===== config.mk =====
export PLATFORM = sky130hd
export DESIGN_NAME = ipba_ctrl
export DESIGN_NICKNAME = d
export VERILOG_FILES = /design/src/hdl/ipba_pkg.sv /design/src/hdl/ipba_ctrl.sv
export SDC_FILE = /design/constraint.sdc
export NUM_CORES = 1
export LEC_CHECK = 0
export BUFFER_PORTS_ARGS = -buffer_cell sky130_fd_sc_hd__buf_2
export CORE_ASPECT_RATIO = 0.9
export CORE_UTILIZATION = 30
export CTS_BUF_LIST = sky130_fd_sc_hd__clkbuf_4 sky130_fd_sc_hd__clkbuf_8
export DETAILED_ROUTE_END_ITERATION = 10
export SYNTH_ARGS = -nofsm -noshare
export SYNTH_HDL_FRONTEND = slang
export SYNTH_SLANG_ARGS = --single-unit

===== constraint.sdc =====
create_clock -name i_clk -period 2.3 [get_ports i_clk]
set_input_delay 0 -clock i_clk [delete_from_list [all_inputs] [get_ports i_clk]]
set_output_delay 0 -clock i_clk [all_outputs]
set_load 0.01 [all_outputs]

===== src/hdl/ipba_pkg.sv =====
// types, codes and constants of the prefix bitmap allocator
`default_nettype none
package ipba_pkg;

    localparam int HALF_W      = 64;
    localparam int LEN_W       = 8;
    localparam int CNT_W       = 13;
    localparam int IDX_OUT_W   = 12;
    localparam int CFG_IDX_W   = 3;
    localparam int DEF_MAX_PREFIXES = 4096;

    localparam logic [LEN_W-1:0] FULL_LEN    = 8'd128;
    localparam logic [LEN_W-1:0] RESET_LEN   = 8'd64;
    localparam logic [CNT_W-1:0] RESET_COUNT = 13'd4096;

    localparam logic [1:0] OP_ALLOC   = 2'd0;
    localparam logic [1:0] OP_RELEASE = 2'd1;
    localparam logic [1:0] OP_RESERVE = 2'd2;

    localparam logic [1:0] ST_DONE      = 2'd0;
    localparam logic [1:0] ST_EXHAUSTED = 2'd1;
    localparam logic [1:0] ST_BAD_ADDR  = 2'd2;
    localparam logic [1:0] ST_NO_CHANGE = 2'd3;

    localparam logic [CFG_IDX_W-1:0] REG_START_HIGH = 3'd0;
    localparam logic [CFG_IDX_W-1:0] REG_START_LOW  = 3'd1;
    localparam logic [CFG_IDX_W-1:0] REG_PREFIX_LEN = 3'd2;
    localparam logic [CFG_IDX_W-1:0] REG_COUNT      = 3'd3;
    localparam logic [CFG_IDX_W-1:0] REG_GATEWAY_ID = 3'd4;

    typedef struct packed {
        logic [1:0]        operation;
        logic [HALF_W-1:0] addr_high;
        logic [HALF_W-1:0] addr_low;
    } t_in;

    typedef struct packed {
        logic [1:0]           status;
        logic [IDX_OUT_W-1:0] bit_index;
        logic [HALF_W-1:0]    result_high;
        logic [HALF_W-1:0]    result_low;
        logic [LEN_W-1:0]     result_prefix_len;
        logic [HALF_W-1:0]    local_interface_id;
        logic [HALF_W-1:0]    peer_interface_id;
        logic [CNT_W-1:0]     used_count;
    } t_out;

    typedef struct packed {
        logic       clr;
        logic       take_in;
        logic       scan_start;
        logic       scan_run;
        logic       commit_alloc;
        logic       stage_alloc;
        logic       addr_sub;
        logic       addr_align;
        logic       addr_read;
        logic       addr_update;
        logic       stage_fail;
        logic [1:0] fail_code;
        logic       load_out;
    } t_cmd;

    typedef struct packed {
        logic clr_last;
        logic count_zero;
        logic scan_hit;
        logic scan_miss;
        logic addr_ok;
    } t_sts;

endpackage
`default_nettype wire


===== src/hdl/ipba_ctrl.sv =====
// sequencer for the clearing pass, allocate, release and reserve
`default_nettype none
module ipba_ctrl
    import ipba_pkg::*;
(
    input  wire logic       i_clk,
    input  wire logic       i_rst_n,
    input  wire logic       i_in_valid,
    input  wire logic [1:0] i_op,
    output logic            o_in_ready,
    output logic            o_out_valid,
    input  wire logic       i_out_ready,
    input  wire t_sts       i_sts,
    output t_cmd            o_cmd
);

    localparam logic [3:0] S_CLEAR = 4'd0;
    localparam logic [3:0] S_IDLE  = 4'd1;
    localparam logic [3:0] S_SCAN  = 4'd2;
    localparam logic [3:0] S_HIT   = 4'd3;
    localparam logic [3:0] S_SUM   = 4'd4;
    localparam logic [3:0] S_A1    = 4'd5;
    localparam logic [3:0] S_A2    = 4'd6;
    localparam logic [3:0] S_A3    = 4'd7;
    localparam logic [3:0] S_A4    = 4'd8;
    localparam logic [3:0] S_DONE  = 4'd9;

    logic [3:0] r_state, n_state;
    logic       r_ov, n_ov;

    always_comb begin
        n_state = r_state;
        o_cmd   = '0;
        case (r_state)
            S_CLEAR: begin
                o_cmd.clr = 1'b1;
                if (i_sts.clr_last) begin
                    n_state = S_IDLE;
                end
            end
            S_IDLE: begin
                if (i_in_valid) begin
                    o_cmd.take_in = 1'b1;
                    case (i_op)
                        OP_ALLOC: begin
                            if (i_sts.count_zero) begin
                                o_cmd.stage_fail = 1'b1;
                                o_cmd.fail_code  = ST_EXHAUSTED;
                                n_state = S_DONE;
                            end else begin
                                o_cmd.scan_start = 1'b1;
                                n_state = S_SCAN;
                            end
                        end
                        OP_RELEASE, OP_RESERVE: begin
                            n_state = S_A1;
                        end
                        default: begin
                            o_cmd.stage_fail = 1'b1;
                            o_cmd.fail_code  = ST_BAD_ADDR;
                            n_state = S_DONE;
                        end
                    endcase
                end
            end
            S_SCAN: begin
                o_cmd.scan_run = 1'b1;
                if (i_sts.scan_hit) begin
                    n_state = S_HIT;
                end else if (i_sts.scan_miss) begin
                    o_cmd.stage_fail = 1'b1;
                    o_cmd.fail_code  = ST_EXHAUSTED;
                    n_state = S_DONE;
                end
            end
            S_HIT: begin
                o_cmd.commit_alloc = 1'b1;
                n_state = S_SUM;
            end
            S_SUM: begin
                o_cmd.stage_alloc = 1'b1;
                n_state = S_DONE;
            end
            S_A1: begin
                o_cmd.addr_sub = 1'b1;
                n_state = S_A2;
            end
            S_A2: begin
                o_cmd.addr_align = 1'b1;
                n_state = S_A3;
            end
            S_A3: begin
                o_cmd.addr_read = 1'b1;
                if (i_sts.addr_ok) begin
                    n_state = S_A4;
                end else begin
                    o_cmd.stage_fail = 1'b1;
                    o_cmd.fail_code  = ST_BAD_ADDR;
                    n_state = S_DONE;
                end
            end
            S_A4: begin
                o_cmd.addr_update = 1'b1;
                n_state = S_DONE;
            end
            S_DONE: begin
                if (!r_ov || i_out_ready) begin
                    o_cmd.load_out = 1'b1;
                    n_state = S_IDLE;
                end
            end
            default: begin
                n_state = S_CLEAR;
            end
        endcase
    end

    always_comb begin
        n_ov = r_ov;
        if (o_cmd.load_out) begin
            n_ov = 1'b1;
        end else if (i_out_ready) begin
            n_ov = 1'b0;
        end
    end

    always_ff @(posedge i_clk) begin
        if (!i_rst_n) begin
            r_state <= S_CLEAR;
            r_ov    <= 1'b0;
        end else begin
            r_state <= n_state;
            r_ov    <= n_ov;
        end
    end

    assign o_in_ready  = (r_state == S_IDLE);
    assign o_out_valid = r_ov;

endmodule
`default_nettype wire


==> summary.md, run 1 <==
| Metric | Value |
|---|---|
| Status | completed |
| Post-synthesis compound-gate area fraction | between 20% and 30% |
| Gp weighted congestion | between 0.7 and 0.8 |
| Leakage | approximately 0.37 nW |
| Overflow after GRT | 0 |
| Max_slew headroom | approximately three fifths |
| FF-to-FF Start | r_state[1]$_SDFFE_PN0P_ |
| Nets@finish | 120 |
| Post-synthesis simple-gate area fraction | a little under two fifths |
| Sequential area share after synthesis | 17.70% |
| Via count | 671 |
| Hold wc startpoint | i_out_ready |
| Antenna violations before repair | 0 |
| Final hold slack | 0.07232 ns |
| Total track usage | between 10% and 20% |
| Core Util, Final | between 40% and 50% |
| Setup Skew | 0.005073 ns |
| DIE HEIGHT | approximately 43 um |
| DP HPWL | 1.075 mm |
| Max IR drop VDD | 0.3694 mV |
| N_diodes | 0 |
| R2R setup slack | 0.52 ns |
| Setup crit start kind | flop |
| Pwr Density | roughly 530 nW/um^2 |
| Cts hold-fix bufs | 0 |
| Net Count, Synth | 94 |
| Fmax | 537.7 MHz |
| WHS Endpoint | o_out_valid$_SDFFE_PN0P_ |
| Sum Neg Setup Slack | 0 ns |
| Hold Path Class | primary input to flop |
| Part of the cycle the worst path needs | 80.86% |
| Maximum buffer depth of the clock tree | 2 |
| CP Data Required Time | 2.30 ns |
| Synth area leader | dfxtp_1 |
| Max-Cap Viols | 0 |
| CTS H-tree depth | 1 |
| Adder-cell share of the synthesized area | approximately 4.4% |
| Synth Area in XOR/XNOR | 0% |
| CTS resizes | 0 |
| Fraction of synthesized area in multiplexers | 1.770% |
| Top-area cell type share of the netlist area | ~18% |
| Row count | 14 |
| Buffers added on ports | 26 |
| DR iter-0 viols | 14 |
| CTS Buf Count | 3 |
| Share of layout cells above drive strength 1 | 33.02% |
| Ys Warns | 0 |
| Clk sinks | 5 |
| Reg2reg end | r_state[0]$_SDFFE_PN0P_ |
| CTS tree | built |
| Unrepaired setup endpoints after global routing | no |
| Max FO, Critical Path | 9 |
| First-pass GRT wire length | 2.173 mm |
| Reg2reg path depth | 4 |
| Starting density of the core | 32.94% |
| Hold path depth | 3 |
| DIE WIDTH | 47.77 um |
| Period minus WS final | 1.860 ns |
| Crit path DAT | between 1.5 and 2 ns |
| Die area | 2063 um^2 |
| Largest family of logic cells by synthesized area | simple AND/OR/NAND/NOR gates |
| Final setup fails | 0 |
| Vias in the first global route | between 500 and 600 |
| Post-Syn Area | 565.5 um^2 |
| Yosys reg bits | 5 |
| Vias per std cell | 5.162 |
| Slew @ Worst Pin | 0.5745 ns |
| Syn Area/Cell | 6.982 um^2 |
| Pin count of the biggest net entering global routing | 20 |
| Root Buffer Master | clkbuf_4 |
| Final antenna-violating net count | 0 |
| Residual DRC count | 0 |
| CTS clock-pin slew for the worst setup and hold paths | approximately 0.040 ns |
| Post-CTS setup buffer count | 0 |
| Core Area | between 1500 and 2000 um^2 |
| Hold Vio Cnt, Final | 0 |
| Slew Limit Fails | 0 |
| Worst skew pair latency | 0.25 ns |
| Initial DRT Pass Iterations | 4 |
| Syn Inst Count | 81 |
| Area growth syn-to-layout | 29.42% |
| Top cells by area, synth | dfxtp_1 (18%), nand2_1 (6.0%), nor2_1 (6.0%) |
| Drt wl/cell | 10.76 um |
| WL final | 1.399 mm |
| CP Class | flop to output pin |
| Post-synth cell types | 38 |
| Number of placed I/O pins | 27 |
| Critical Path End Type | output pin |
per-stage QoR:
stage	power, mW	instance area (um^2)	instances	worst slack (ns)
after global routing	0.4197	732.0	130	0.2760
after CTS	0.3878	732.0	130	0.4454
final	0.3846	732.0	130	0.4402
after detailed placement	0.2714	701.9	126	0.5216
after global placement	0.2734	701.9	126	0.5756
after floorplan	0.2192	565.5	81	0.7421
sequential cells by signal (all words and copies together) (netlist names):
signal / cells
o_out_valid: 1
r_state: 4
power breakdown:
part           total (mW)  switching, mW  internal [mW]
sequential          0.114         0.0191         0.0949
clock               0.114         0.0363         0.0774
combinational       0.157         0.0883         0.0688
routing by layer:
metal	share of wire, %	track usage [%]	up-vias
met1	53	21.63	299
met3	7.7	6.383	0
met2	39	19.19	29
li1	-	-	343
met4	0	3.333	0
met5	0	0	-
cells in the mapped netlist, drive strengths merged:
library cell  instances
a21o                  3
nand2                 9
a31oi                 1
a22oi                 1
nor3b                 1
or4b                  1
nand3                 3
o211ai                1
a21oi                 2
o31ai                 2
mux2i                 1
and2                  1
ha                    2
nor2b                 2
nor3                  5
nand2b                3
nor2                  9
and4b                 1
nor4                  1
o311ai                1
o21a                  1
o2bb2ai               1
o32a                  1
buf                   4
clkbuf                3
o22ai                 1
or3                   1
dfxtp                 5
nor4b                 1
a21boi                2
inv                   5
nand4                 1
a2111oi               2
o21ai                 3
worst max path at each step:
stage | startpoint | to | slack [ns] | cells after the start
floorplan | r_state[2]$_SDFFE_PN0P_ | r_state[0]$_SDFFE_PN0P_ | 0.74 | 5
global placement | r_state[1]$_SDFFE_PN0P_ | r_state[0]$_SDFFE_PN0P_ | 0.58 | 4
detailed placement | r_state[1]$_SDFFE_PN0P_ | r_state[0]$_SDFFE_PN0P_ | 0.52 | 4
CTS | r_state[3]$_SDFFE_PN0P_ | o_cmd[3] | 0.45 | 6
global route | r_state[0]$_SDFFE_PN0P_ | o_cmd[2] | 0.28 | 5
finish | r_state[3]$_SDFFE_PN0P_ | o_cmd[3] | 0.44 | 6
worst max-delay path, stage by stage (launching register included):
cell      delay (ns)
dfxtp_1         0.35
buf_4           0.18
nand2b_1        0.26
nor4b_2         0.46
nand2_1         0.10
o311ai_1        0.08
buf_2           0.17
area by class of cell:
cell class                 instances  area (um^2)
sequential                         5        100.1
inverter                           5        18.77
timing repair buffer              28        145.1
multi-input combinational         64        407.9
fill                             201        984.7
clock buffer                       4        30.03
tap                               24        30.03
cells by family after synthesis:
family,count (synthesis)
AO/OA/AOI/OAI,22
flip-flops,5
buffers and inverters,12
multiplexers,1
AND/OR/NAND/NOR,39
adder cells (fa/ha/maj),2
layout by cell type (no fill, tap or decap):
master	instances
a2111oi_0	2
a21boi_0	1
a21boi_1	1
a21o_1	3
a21oi_1	2
a22oi_1	1
a31oi_1	1
and2_1	1
and4b_1	1
buf_2	26
buf_4	2
clkbuf_4	4
dfxtp_1	5
ha_1	2
inv_1	5
mux2i_1	1
nand2_1	9
nand2b_1	3
nand3_1	3
nand4_1	1
nor2_1	9
nor2b_1	2
nor3_1	5
nor3b_1	1
nor4_1	1
nor4b_2	1
o211ai_1	1
o21a_1	1
o21ai_0	3
o22ai_1	1
o2bb2ai_1	1
o311ai_1	1
o31ai_1	2
o32a_1	1
or3_4	1
or4b_4	1
Note: power is estimated with default switching activity, not from simulation.
==> run 2, diff against run 1 <==
- ABC_AREA: not set -> 1
- clock period: 2.3 -> 1.75 ns (I/O delays scaled with it)
==> run 2 against run 1 <==
Against the previous run: register-to-register slack got worse by 0.02 ns; synthesized cell count grew 19%; critical endpoint is now o_cmd[2]; sequential share of layout area shrank 0.21 points; clock skew fell by 0.0022 ns; combinational power grew to 3.2 times the previous value; final area is 1.5% higher; area after synthesis decreased by 0.88%; worst hold slack got worse by 0.013 ns; critical path depth grew 1; sequential power up 47%; highest routed layer unchanged; sequential cell count unchanged; global-route usage shrank 0.45 points.
==> summary.md, run 2 <==
| Metric | Value |
|---|---|
| Status | completed (unchanged) |
| Largest Register | r_state (unchanged) |
| Sum Neg Setup Slack | 0 ns (unchanged) |
| CTS H-tree depth | 1 (unchanged) |
| Synth area leader | dfxtp_1 (unchanged) |
| CTS clock-pin slew for the worst setup and hold paths | 0.04 ns (about the same) |
| Vias in the first global route | 532 (was 533) |
| Final setup fails | 0 (unchanged) |
| Initial DRT Pass Iterations | 4 (unchanged) |
| CP Data Required Time | 1.75 ns (was 2.30 ns) |
| CP Class | flop to output pin (unchanged) |
| Top cells by area, synth | dfxtp_1 (18%), nand2_1 (15%), nor2_1 (12%) (was dfxtp_1 (18%), nand2_1 (6.0%), nor2_1 (6.0%)) |
| Power, Total | 0.8142 mW (was 0.3846 mW) |
| Final worst setup slack | 0.3437 ns (was 0.4402 ns) |
| Setup Skew | 0.002920 ns (was 0.005073 ns) |
| Hold Vio Cnt, Final | 0 (unchanged) |
| Hold Path Class | primary input to flop (unchanged) |
| Slew @ Worst Pin | 0.2316 ns (was 0.5745 ns) |
| Buffers added on ports | 26 (unchanged) |
| Crit-path cells | inv_2 -> nor2_4 -> nand2_4 -> nor2_1 -> inv_1 -> o21ai_1 -> buf_2 (was buf_4 -> nand2b_1 -> nor4b_2 -> nand2_1 -> o311ai_1 -> buf_2) |
| Hold wc startpoint | i_rst_n (was i_out_ready) |
| Critical Path Stages | 7 (was 6) |
| Crit path DAT | 1.41 ns (was 1.86 ns) |
| Worst skew pair latency | 0.24 ns (was 0.25 ns) |
| Most frequent cells in the layout | buf_2 (26), nand2_1 (22), nor2_1 (18) (was buf_2 (26), nor2_1 (9), nand2_1 (9)) |
| Layout fillers | 212 (was 201) |
| Max FO, Critical Path | 4 (was 9) |
| Setup crit start kind | flop (unchanged) |
| Routed wl met3 | 56 um (was 108 um) |
| Antenna violations before repair | 0 (unchanged) |
| Reg2reg path depth | 6 (was 4) |
| DIE WIDTH | 47.57 um (was 47.77 um) |
| Yosys reg bits | 5 (unchanged) |
| DIE HEIGHT | 43.01 um (was 43.19 um) |
| WL final | 1.334 mm (was 1.399 mm) |
| Starting density of the core | 32.65% (was 32.94%) |
| Net Count, Synth | 109 (was 94) |
| Die area | 2046 um^2 (was 2063 um^2) |
| Cts hold-fix bufs | 0 (unchanged) |
| Final antenna-violating net count | 0 (unchanged) |
| Period minus WS final | 1.406 ns |
| Slowest cell on the critical path | dfxtp_1 (was nor4b_2) |
| Pre-CTS WS | 0.5336 ns (was 0.5216 ns) |
| Top Family by Delay on Critical Path | flip-flops (was simple AND/OR/NAND/NOR gates) |
| Residual DRC count | 0 (unchanged) |
| Storage cell area | 100.1 um^2 (unchanged) |
| N_diodes | 0 (unchanged) |
| Root Buffer Master | clkbuf_4 (unchanged) |
| Leakage | 0.4295 nW (was 0.3668 nW) |
| Part of the cycle the worst path needs | 80.36% |
| Via count | 646 (was 671) |
| Drt wl/cell | 8.953 um (was 10.76 um) |
| Unrepaired setup endpoints after global routing | no (unchanged) |
| Most frequent cell after synthesis | nand2_1 |
| Pin count of the biggest net entering global routing | 6 (was 20) |
| Max Used Layer | met3 (unchanged) |
| Max IR drop VDD | 0.3491 mV (was 0.3694 mV) |
| Core Util, Final | 43.29% (was 42.64%) |
| Max reg flops | 4 (unchanged) |
| R2R setup slack | 0.50 ns (was 0.52 ns) |
| Max-Cap Viols | 0 (unchanged) |
| Sequential area share after synthesis | 17.86% (was 17.70%) |
| Slew Limit Fails | 0 (unchanged) |
| Number of placed I/O pins | 27 (unchanged) |
| Max_slew headroom | 84.54% (was 61.64%) |
| Maximum buffer depth of the clock tree | 2 (unchanged) |
| FF-to-FF Start | r_state[1]$_SDFFE_PN0P_ (unchanged) |
| CTS Buf Count | 3 (unchanged) |
| Most common cell after layout, fill and taps aside | buf_2 (unchanged) |
| Post-synth ARST share | 0% (unchanged) |
| DP HPWL | 1.178 mm (was 1.075 mm) |
| Row count | 14 (unchanged) |
| Pwr Density | 1095 nW/um^2 (was 525.5 nW/um^2) |
| Post-synth cell types | 22 (was 38) |
| Reg2reg end | r_state[2]$_SDFFE_PN0P_ (was r_state[0]$_SDFFE_PN0P_) |
| Gp weighted congestion | 0.8404 (was 0.7546) |
| Share of layout cells above drive strength 1 | 38.40% (was 33.02%) |
| Setup crit start | r_state[0]$_SDFFE_PN0P_ (was r_state[3]$_SDFFE_PN0P_) |
| Setup crit end | o_cmd[2] (was o_cmd[3]) |
| Ys Warns | 0 (unchanged) |
| DR iter-0 viols | 17 (was 14) |
| Buf+Inv Stages, Crit Path | 3 (was 2) |
| Core Area | 1717 um^2 (unchanged) |
| Clk sinks | 5 (unchanged) |
| Overflow after GRT | 0 (unchanged) |
| Area after DPL | 713.2 um^2 (was 701.9 um^2) |
| Fmax | 711.1 MHz |
| Met1 WL | 676 um (was 738 um) |
| Post-Syn Area | 560.5 um^2 (was 565.5 um^2) |
| First-pass GRT wire length | 2.076 mm (was 2.173 mm) |
| Nets@finish | 139 (was 120) |
| Total track usage | 14.20% (was 14.65%) |
| Vias per std cell | 4.336 (was 5.162) |
| Critical Path End Type | output pin (unchanged) |
| Delay of the slowest critical-path stage | 0.38 ns (was 0.46 ns) |
| Area growth syn-to-layout | 32.59% (was 29.42%) |
| Main flop type after synthesis | dfxtp_1 (unchanged) |
| Top-area cell type share of the netlist area | 17.86% (was 17.70%) |
| Syn Inst Count | 96 (was 81) |
| Area of the multi-input gates | 376.6 um^2 (was 407.9 um^2) |
| Syn Area/Cell | 5.839 um^2 (was 6.982 um^2) |
| Finished Cell Area | 743.2 um^2 (was 732.0 um^2) |
| Post-CTS setup buffer count | 0 (unchanged) |
| CTS tree | built (unchanged) |
| Synth top cells by count | nand2_1 (22), nor2_1 (18), inv_1 (16) (was nand2_1 (9), nor2_1 (9), dfxtp_1 (5), inv_1 (5), nor3_1 (5)) |
| EDFF count, synth | 0 (unchanged) |
| Wire length on met2 | 602 um (was 552 um) |
| CTS resizes | 0 (unchanged) |
run 2: worst min-delay path by stage:
stage	slack, ns	cells past startpoint	end
floorplan	0.15	2	o_cmd[11]
global placement	0.30	3	o_out_valid$_SDFFE_PN0P_
detailed placement	0.30	3	o_out_valid$_SDFFE_PN0P_
CTS	0.06	4	r_state[1]$_SDFFE_PN0P_
global route	0.07	3	o_out_valid$_SDFFE_PN0P_
finish	0.06	3	r_state[3]$_SDFFE_PN0P_
run 2: worst register-to-register path, stage by stage, from the launching register on:
cell	delay (ns)
dfxtp_1	0.44
nor2_4	0.09
and2_1	0.15
nor2_1	0.16
o21ai_0	0.12
o21ai_1	0.13
nor2_1	0.05
run 2: kinds of logic (layout without fill, tap and decap cells):
group | after synthesis | after routing | synth area share [%]
adder cells (fa/ha/maj) | 2 | 2 | 4.464
buffers and inverters | 20 | 49 | 14.96
AO/OA/AOI/OAI | 9 | 9 | 9.375
flip-flops | 5 | 5 | 17.86
AND/OR/NAND/NOR | 60 | 60 | 53.35
run 2: metal layers:
layer  track usage, %  vias to the layer above
li1                 -                      348
met1            20.16                      282
met2            21.10                       16
met3            1.277                        0
met4            6.667                        0
met5                0                        -
run 2: cell type report:
type,count,area share [%]
tap,24,4.040
timing repair buffer,26,17.51
clock buffer,4,4.040
sequential,5,13.47
multi-input combinational,71,50.67
inverter,19,10.27
run 2: metrics by stage:
step,std cells,hold WS [ns]
after floorplan,96,0.1487
after global placement,145,0.2983
after detailed placement,145,0.3025
after CTS,149,0.05854
after global routing,149,0.06568
final,149,0.05978
run 2: report_power, final:
group / switching (mW) / internal [mW] / total, mW
Clock: 0.0457 / 0.102 / 0.147
Sequential: 0.0294 / 0.138 / 0.168
Combinational: 0.321 / 0.178 / 0.499
Total: 0.396 / 0.418 / 0.814
==> run 3, diff against run 2 <==
- clock period: 1.75 -> 1.13 ns (I/O delays scaled with it)
==> run 3 against run 2 <==
Against the previous run: worst setup slack got worse by 0.49 ns; non-clock buffer count rose by 16; first-iteration DRC count fell by 24%; die area did not move; the flow now finishes with violations (negative setup slack); clock power rose by 60%; clock-buffer cell count did not move.
==> summary.md, run 3 (synthesis results as in run 2) <==
| Metric | Value |
|---|---|
| Period minus WS final | 1.274 ns |
| CTS Buf Count | 3 (unchanged) |
| Via count | 706 (was 646) |
| Initial DRT Pass Iterations | 4 (unchanged) |
| Row count | 14 (unchanged) |
| Final setup fails | 14 (was 0) |
| Residual DRC count | 0 (unchanged) |
| CP Data Required Time | 1.13 ns (was 1.75 ns) |
| Die area | 2046 um^2 (unchanged) |
| Sum Neg Setup Slack | -1.329 ns (was 0 ns) |
| CTS H-tree depth | 1 (unchanged) |
| Hold wc startpoint | i_rst_n (unchanged) |
| Buffers added on ports | 26 (unchanged) |
| Reg2reg path depth | 9 (was 6) |
| CTS tree | built (unchanged) |
| Leakage | 0.5453 nW (was 0.4295 nW) |
| Number of placed I/O pins | 27 (unchanged) |
| DIE HEIGHT | 43.01 um (unchanged) |
| FF-to-FF Start | r_state[0]$_SDFFE_PN0P_ (was r_state[1]$_SDFFE_PN0P_) |
| Setup crit start kind | flop (unchanged) |
| Maximum buffer depth of the clock tree | 2 (unchanged) |
| Max IR drop VDD | 0.8943 mV (was 0.3491 mV) |
| Most common cell after layout, fill and taps aside | buf_2 (unchanged) |
| Area after DPL | 765.7 um^2 (was 713.2 um^2) |
| Most frequent cells in the layout | buf_2 (21), nand2_1 (17), nor2_1 (13) (was buf_2 (26), nand2_1 (22), nor2_1 (18)) |
| Final hold slack | 0.07488 ns (was 0.05978 ns) |
| WL final | 1.615 mm (was 1.334 mm) |
| Hold path depth | 3 (unchanged) |
| N_diodes | 0 (unchanged) |
| Pin count of the biggest net entering global routing | 6 (unchanged) |
| Slew Limit Fails | 0 (unchanged) |
| Part of the cycle the worst path needs | 112.7% |
| Final antenna-violating net count | 0 (unchanged) |
| CTS clock-pin slew for the worst setup and hold paths | 0.05 ns (was 0.04 ns) |
| Starting density of the core | 32.65% (unchanged) |
| Hold Vio Cnt, Final | 0 (unchanged) |
| Vias per std cell | 4.279 (was 4.336) |
| Gp weighted congestion | 0.7858 (was 0.8404) |
| Largest Register | r_state (unchanged) |
| CP Class | flop to output pin (unchanged) |
| Reg2reg end | r_state[1]$_SDFFE_PN0P_ (was r_state[2]$_SDFFE_PN0P_) |
| Share of layout cells above drive strength 1 | 59.57% (was 38.40%) |
| Max reg flops | 4 (unchanged) |
| Cts hold-fix bufs | 0 (unchanged) |
| Critical Path End Type | output pin (unchanged) |
| Failing checks | negative setup slack |
| Core Area | 1717 um^2 (unchanged) |
| First-pass GRT wire length | 2.470 mm (was 2.076 mm) |
| Antenna violations before repair | 0 (unchanged) |
| Storage cell area | 110.1 um^2 (was 100.1 um^2) |
| Status | finished, violations left (was completed) |
| Max_slew headroom | 73.64% (was 84.54%) |
| Crit path DAT | 1.27 ns (was 1.41 ns) |
| Nets@finish | 155 (was 139) |
| Final worst setup slack | -0.1436 ns (was 0.3437 ns) |
| Max-Cap Viols | 0 (unchanged) |
| Root Buffer Master | clkbuf_4 (unchanged) |
| Finished Cell Area | 1011 um^2 (was 743.2 um^2) |
| Area growth syn-to-layout | 80.36% (was 32.59%) |
| Clk sinks | 5 (unchanged) |
| Placed Cells | 151 (was 145) |
| Fmax | between 700 and 800 MHz |
| Slew @ Worst Pin | 0.3913 ns (was 0.2316 ns) |
| Max FO, Critical Path | 4 (unchanged) |
| WHS Endpoint | o_out_valid$_SDFFE_PN0P_ (was r_state[3]$_SDFFE_PN0P_) |
| Worst skew pair latency | 0.25 ns (was 0.24 ns) |
| Unrepaired setup endpoints after global routing | yes (was no) |
| DP HPWL | 1.254 mm (was 1.178 mm) |
| Vias in the first global route | 630 (was 532) |
| R2R setup slack | -0.09 ns (was 0.50 ns) |
| Layout fillers | 170 (was 212) |
| Drt wl/cell | 9.788 um (was 8.953 um) |
| Area of the multi-input gates | 462.9 um^2 (was 376.6 um^2) |
| Finished Layout Cells | 165 (was 149) |
| Hold Path Class | primary input to flop (unchanged) |
| Core Util, Final | 58.89% (was 43.29%) |
| DR iter-0 viols | 13 (was 17) |
| Pwr Density | 1628 nW/um^2 (was 1095 nW/um^2) |
| Overflow after GRT | 0 (unchanged) |
| DIE WIDTH | 47.57 um (unchanged) |
| Setup Skew | 0.005591 ns (was 0.002920 ns) |
| Total track usage | 16.54% (was 14.20%) |
[run 3: cell count changes in the layout (fill, tap and decap cells not counted), sizes merged]
cell    change
clkinv      +1
buf        +16
inv         -1
[run 3: layout make-up]
type	count	area share, %
multi-input combinational	71	45.79
timing repair buffer	42	29.33
sequential	5	10.89
inverter	19	8.045
clock buffer	4	2.970
tap	24	2.970
[run 3: worst max-delay path by stage]
stage	endpoint	slack [ns]	cells after the start	from
after CTS	o_cmd[1]	-0.15	7	r_state[0]$_SDFFE_PN0P_
final	o_cmd[1]	-0.14	7	r_state[0]$_SDFFE_PN0P_
after global routing	o_cmd[2]	-0.21	7	r_state[0]$_SDFFE_PN0P_
after detailed placement	r_state[0]$_SDFFE_PN0P_	-0.13	8	r_state[3]$_SDFFE_PN0P_
after global placement	r_state[3]$_SDFFE_PN0P_	-0.1	7	r_state[3]$_SDFFE_PN0P_
after floorplan	r_state[2]$_SDFFE_PN0P_	0.002	6	r_state[1]$_SDFFE_PN0P_
[run 3: what timing repair did]
action / 4_1_cts / 5_1_grt
pin swaps: 6 / 6
gates resized for setup: 20 / 22
setup endpoints to repair: 16 / 18
setup buffers: 7 / 3
[run 3: metrics by stage]
stage | power, mW | setup WS [ns]
2_1_floorplan | 0.8461 | 0.002446
3_3_place_gp | 1.084 | -0.09596
3_5_place_dp | 1.089 | -0.1332
4_1_cts | 1.491 | -0.1504
5_1_grt | 1.771 | -0.2080
6_report | 1.646 | -0.1436
[run 3: worst max-delay path: stages, from the launching register on]
cell	delay [ns]
dfxtp_4	0.37
inv_4	0.05
nor2_4	0.13
nand2_4	0.11
nor2_4	0.10
inv_2	0.04
o21ai_1	0.10
buf_2	0.14
[run 3: routing by layer]
layer,track usage [%],vias up,share of wire (%)
li1,-,381,-
met1,23.26,310,47
met2,26.30,15,50
met3,3.830,0,3.2
met4,1.667,0,0
met5,0,-,0
[run 3: power by group]
group | internal [mW] | switching (mW) | leakage (nW)
Combinational | 0.492 | 0.632 | 0.484
Sequential | 0.230 | 0.0571 | 0.0430
Clock | 0.158 | 0.0776 | 0.0184
Total | 0.879 | 0.766 | 0.545
